===== src/hw/rtl/jts_pkg.sv =====
`default_nettype none

package jts_pkg;

    localparam int CELL_W  = 32;
    localparam int VALUE_WIDTH = 32;
    localparam int DIM_W   = 7;
    localparam int COEF_W  = 16;
    localparam int ACC_W   = 52;
    localparam int QUEUE_DEPTH = 8;

    localparam logic [2:0] REG_INTERIOR_X   = 3'd0;
    localparam logic [2:0] REG_INTERIOR_Y   = 3'd1;
    localparam logic [2:0] REG_INTERIOR_Z   = 3'd2;
    localparam logic [2:0] REG_COEF_X       = 3'd3;
    localparam logic [2:0] REG_COEF_Y       = 3'd4;
    localparam logic [2:0] REG_COEF_Z       = 3'd5;
    localparam logic [2:0] REG_STOP_THRESH  = 3'd6;

    typedef struct packed {
        logic [DIM_W-1:0]  interior_x;
        logic [DIM_W-1:0]  interior_y;
        logic [DIM_W-1:0]  interior_z;
        logic [COEF_W-1:0] coef_x;
        logic [COEF_W-1:0] coef_y;
        logic [COEF_W-1:0] coef_z;
        logic [CELL_W-1:0] stop_threshold;
    } cfg_t;

    typedef struct packed {
        logic               valid;
        logic               first;
        logic               last;
        logic [CELL_W-1:0]  west;
        logic [CELL_W-1:0]  east;
        logic [CELL_W-1:0]  north;
        logic [CELL_W-1:0]  south;
        logic [CELL_W-1:0]  centre;
        logic [CELL_W-1:0]  down;
        logic [CELL_W-1:0]  up;
    } fetch_t;

    typedef struct packed {
        logic [CELL_W-1:0] new_value;
        logic [CELL_W-1:0] max_change;
        logic              converged;
        logic              last;
    } result_t;

endpackage

`default_nettype wire


===== src/hw/rtl/jts_queue.sv =====
`default_nettype none

module jts_queue
    import jts_pkg::*;
(
    input  wire logic    clk,
    input  wire logic    rst_n,
    input  wire logic    reserve,
    input  wire logic    push,
    input  wire result_t entry,
    input  wire logic    pop,
    output result_t      head,
    output logic         empty,
    output logic         full
);

    localparam int AW = $clog2(QUEUE_DEPTH);
    localparam int CW = $clog2(QUEUE_DEPTH + 1);

    result_t         store [QUEUE_DEPTH];
    logic [AW-1:0]   wr_reg, rd_reg;
    logic [CW-1:0]   count_reg, count_next;
    logic [CW-1:0]   held_reg, held_next;
    logic            take;

    always_comb
    begin
        take = pop && !empty;
        count_next = count_reg + CW'(push) - CW'(take);
        // hold a place for every accepted cell that yields a result until it is popped
        held_next = held_reg + CW'(reserve) - CW'(take);
        empty = (count_reg == '0);
        full = (held_reg == CW'(QUEUE_DEPTH));
        head = store[rd_reg];
    end

    always_ff @(posedge clk or negedge rst_n)
    begin
        if (!rst_n)
        begin
            wr_reg    <= '0;
            rd_reg    <= '0;
            count_reg <= '0;
            held_reg  <= '0;
        end
        else
        begin
            count_reg <= count_next;
            held_reg  <= held_next;
            if (push)
                wr_reg <= (wr_reg == AW'(QUEUE_DEPTH - 1)) ? '0 : wr_reg + AW'(1);
            if (take)
                rd_reg <= (rd_reg == AW'(QUEUE_DEPTH - 1)) ? '0 : rd_reg + AW'(1);
        end
    end

    always_ff @(posedge clk)
    begin
        if (push)
            store[wr_reg] <= entry;
    end

endmodule

`default_nettype wire


===== config.mk =====
export PLATFORM = sky130hd
export DESIGN_NAME = jts_queue
export DESIGN_NICKNAME = d
export VERILOG_FILES = /design/src/hw/rtl/jts_pkg.sv /design/src/hw/rtl/jts_queue.sv
export SDC_FILE = /design/constraint.sdc
export NUM_CORES = 1
export LEC_CHECK = 0
export ABC_AREA = 1
export BUFFER_PORTS_ARGS = -buffer_cell sky130_fd_sc_hd__buf_2
export CAP_MARGIN = 20
export CORE_ASPECT_RATIO = 0.8
export CORE_MARGIN = 1.5
export CORE_UTILIZATION = 55
export CTS_CLUSTER_DIAMETER = 100
export DETAILED_ROUTE_END_ITERATION = 10
export PLACE_DENSITY_LB_ADDON = 0.15
export SLEW_MARGIN = 10
export SYNTH_ARGS = -nofsm -noshare
export SYNTH_HDL_FRONTEND = slang
export SYNTH_SLANG_ARGS = --single-unit

===== constraint.sdc =====
create_clock -name clk -period 11.15 [get_ports clk]
set_clock_uncertainty 0.1 [all_clocks]
set_input_delay 1.115 -clock clk [delete_from_list [all_inputs] [get_ports clk]]
set_output_delay 1.115 -clock clk [all_outputs]
set_load 0.005 [all_outputs]

Yosys cells after proc, flatten, opt, wreduce, memory -nomap -nowiden
Memories as Yosys holds them, arrays and structs flattened.
Index checks and enable logic that the tools add are counted.
- register bits after elaboration: 14
- memory bits (writable): 528
- input bits: 71
- output and inout port bits: 68
- logic and storage cells: 21
- memories kept: 1
- add/subtract/negate cells: 6
- eq/ne operators: 3
- muxes and demuxes: 4
- reductions and logical operators: 3
- memory list (name ; depth ; width ; rd ports ; clocked after Yosys merged registers in ; wr ports ; line ; text):
    store ; 8 ; 66 ; 1 ; 0 ; 1 ; jts_queue.sv:20 ; result_t store [QUEUE_DEPTH];
- operators with widths (kind ; number):
    adder 4 x 1 -> 4 bit ; 2
    subtractor 4 x 1 -> 4 bit ; 2
    adder 3 x 1 -> 3 bit (second input constant) ; 2
    equality test 3 bit (second input constant) ; 2
    2-to-1 mux 3 bit ; 2
    equality test 4 bit (second input constant) ; 1
    zero test 4 bit ; 1
    2-to-1 mux 1 bit ; 2
    logical AND 1 bit ; 1
    zero test 1 bit ; 1

Longest topological paths before layout
- depth after elaboration: 4
- gate-level depth with buffers: 11
- mapped depth without buffers: 11

Worst setup path before layout
No wires, ideal clock.
- path type: input port to flip-flop
- start: input port push
- end: memory store[1][0] (netlist name), enable pin
- setup time: 0.491 ns
- arrival: 3.985 ns
- required time: 10.559 ns
- slack: 6.574 ns
- cell stages on the path: 2
- buffers on the path: 0
- cells stage by stage: nand2_1 > nor2_1
- cells in the longest elaborated chain, start to end: 2
- ends and longest elaborated chain (what ; line ; text):
    start: declaration ; jts_queue.sv:9 ; input wire logic push,
    2-to-1 mux 1 bit ; jts_queue.sv:59 ; if (push)
    2-to-1 mux 1 bit (not written as such) ; jts_queue.sv:60 ; store[wr_reg] <= entry;
    end: declaration ; jts_queue.sv:20 ;
No other way between the ends.

==> summary.txt <==
Outcome: finished clean
Finished Core Util: 61.69%
Die Height: 189.7 microns
Via count: 15180
Worst-path clk slew: 0.06 ns
Pins Over Slew Limit: 0
Clock power frac: 26.5%
Worst setup EP type: output port
Iteration-0 DRC Markers: 1252
Leak Pwr: 12.41 nW
Gr usage total: 23.40%
Commonest non-fill, non-tap cell in the layout: nand2_1
CP peak stage delay: 0.84 ns
TNS Setup: 0 ns
Finished Layout Cells: 3090
DP HPWL: 25.39 mm
DRC Markers: 0
Clk_lat worst skew: 0.58 ns
Register area share after synthesis: 67.62%
Crit path max fanout: 162
# setup viols final: 0
Cell variety after synth: 20
TritonCTS buffer count: 52
Clock tree buffer depth: 3
PD cells: 245.1 nW/um^2
Syn Inst Count: 2374
Type of the most critical hold path: in -> async
Synthesized Nets: 2461
Most frequent cells in the layout: nand2_1 (874), inv_1 (547), edfxtp_1 (528), nand3_1 (267), buf_2 (138)
Dpl cell area: 24850 sq um
Number of failing hold endpoints at the final stage: 0
Peak VDD IR: 0.1784 mV
Drt pass-1 iters: 5
Mapped Area: 23960 sq um
CP dominant cell by count: nand2_1
Final GP Congestion: 0.7108
Largest net degree at the start of global routing: 184
Switching part of the total: 35.92%
CP required: 9.94 ns
Fin nets: 2571
Period utilization: 44.31%
Bufs and invs on worst path: 4
Port bufs: 138
Synth Warn #: 0
Initial Util: 55.66%
Critical Path Source: rd_reg[0]$_DFFE_PN0P_
CTS Root Cell: clkbuf_16
CTS Hold Bufs: 0
Max reg flops: 528
Row count: 68
Initial antenna violation count: 6
Largest delay share family, worst path: buffers and inverters
Cell Int Power: 4.172 mW
Seq cells post-synth: 542
R2r setup slk: 8.49 ns
Clock sink count: 542
I/O pin count: 139
Fmax: 202.4 MHz
Max-Cap Viols: 0
Post-route cell area: 26560 sq um
Vias in the first global route: 14620
Relative slew slack: 25.49%
H-tree levels: 2
Worst Tran Pin Value: 1.118 ns
Wire per inst: 16.64 microns
Sequential Power Share: 40.2%
Die ar.: 44840 sq um
Reg-to-reg startpoint: wr_reg[0]$_DFFE_PN0P_
Gate power share: 33.3%
First-pass GRT wire length: 80.92 mm
Share of cells above drive strength 1: 9.731%
CP max stage cell: dfrtp_4
CTS tree: yes
Worst setup SP type: flip-flop
Area delta synth->final: 10.83%
Crit path kind: reg -> out
Sw Pwr: 2.338 mW
Unrepaired setup endpoints after global routing: false
CP Data Arrival Time: 3.73 ns
Setup Buffers After CTS: 0
DIE WIDTH: 236.4 microns
Post-Syn Area per Cell: 10.09 sq um
Worst-path cell chain: inv_8 -> buf_4 -> buf_16 -> nand2_1 -> nand3_1 -> nand2_1 -> nand2_1 -> nand2_1 -> buf_2
Routed Antenna Nets: 0
Total core area: 43050 sq um
CTS resizes: 0
Grt ovf: 0
Crit path time final: 4.941 ns
Via density per instance: 4.914
DP Cell Count: 2988
Final wirelength: 51.42 mm
synthesized netlist by cell type:
cell      instances  area [sq um]
xnor2_1           1         8.760
buf_6            18         202.7
edfxtp_1        528         15860
nand3_1         267          1336
buf_12            3         60.06
fa_1              2         40.04
clkbuf_1         11         41.29
dfrtp_1          14         350.3
nand2_1         874          3281
inv_1           548          2057
buf_1             5         18.77
xor2_1            3         26.28
a21oi_1           2         10.01
ha_1             14         175.2
buf_4            13         97.59
inv_4             2         12.51
o21ai_0           6         30.03
buf_2            46         230.2
buf_8             6         90.09
nor2_1           11         41.29
final timing paths:
path / to / depth (start not counted)
hold reg to reg: held_reg[3]$_DFF_PN0_ / 2
setup reg to reg: store[4][39]$_DFFE_PP_ / 4
hold / removal: count_reg[3]$_DFF_PN0_ / 1
max in group asynchronous: rd_reg[0]$_DFFE_PN0P_ / 1
min in group clk: held_reg[3]$_DFF_PN0_ / 2
setup / recovery: head[25] / 9
power groups by stage:
stage | clock, mW | combinational (mW) | sequential [mW]
2_1_floorplan | 0 | 1.59 | 2.61
3_3_place_gp | 0 | 2.14 | 2.65
3_5_place_dp | 0 | 2.18 | 2.66
4_1_cts | 1.76 | 2.19 | 2.62
5_1_grt | 1.84 | 2.46 | 2.64
6_report | 1.73 | 2.17 | 2.61
area by class of cell:
| type | instances | area [sq um] |
|---|---|---|
| Antenna cell | 2 | 5.005 |
| Inverter | 550 | 2074 |
| Sequential cell | 542 | 16210 |
| Timing Repair Buffer | 158 | 898.4 |
| Clock inverter | 37 | 301.5 |
| Tap cell | 560 | 700.7 |
| Fill cell | 3551 | 16490 |
| Multi-Input combinational cell | 1180 | 5009 |
| Clock buffer | 61 | 1356 |
kinds of logic after synthesis:
kind of cell,synth area share (%)
AOI/OAI and AO/OA,0.1671
xor gates and xnor gates,0.1462
adders and majority gates,0.8980
buffers and inverters,11.73
DFF,67.62
and+or+nand+nor,19.44
per-stage QoR:
| step | hold slack, ns | setup WS (ns) | power, mW |
|---|---|---|---|
| 3_3_place_gp | 0.4464 | 6.596 | 4.786 |
| 2_1_floorplan | 0.4300 | 6.574 | 4.204 |
| 5_1_grt | 0.3363 | 5.931 | 6.938 |
| 4_1_cts | 0.3063 | 5.914 | 6.563 |
| 3_5_place_dp | 0.4567 | 6.568 | 4.835 |
| 6_report | 0.3309 | 6.209 | 6.511 |
metal layers:
layer / track usage, % / share of wire [%]
met4: 7.224 / 2.1
met3: 4.048 / 5.6
met2: 37.70 / 46
met5: 0 / 0.097
met1: 32.84 / 46
(Power assumes the default switching activity.)
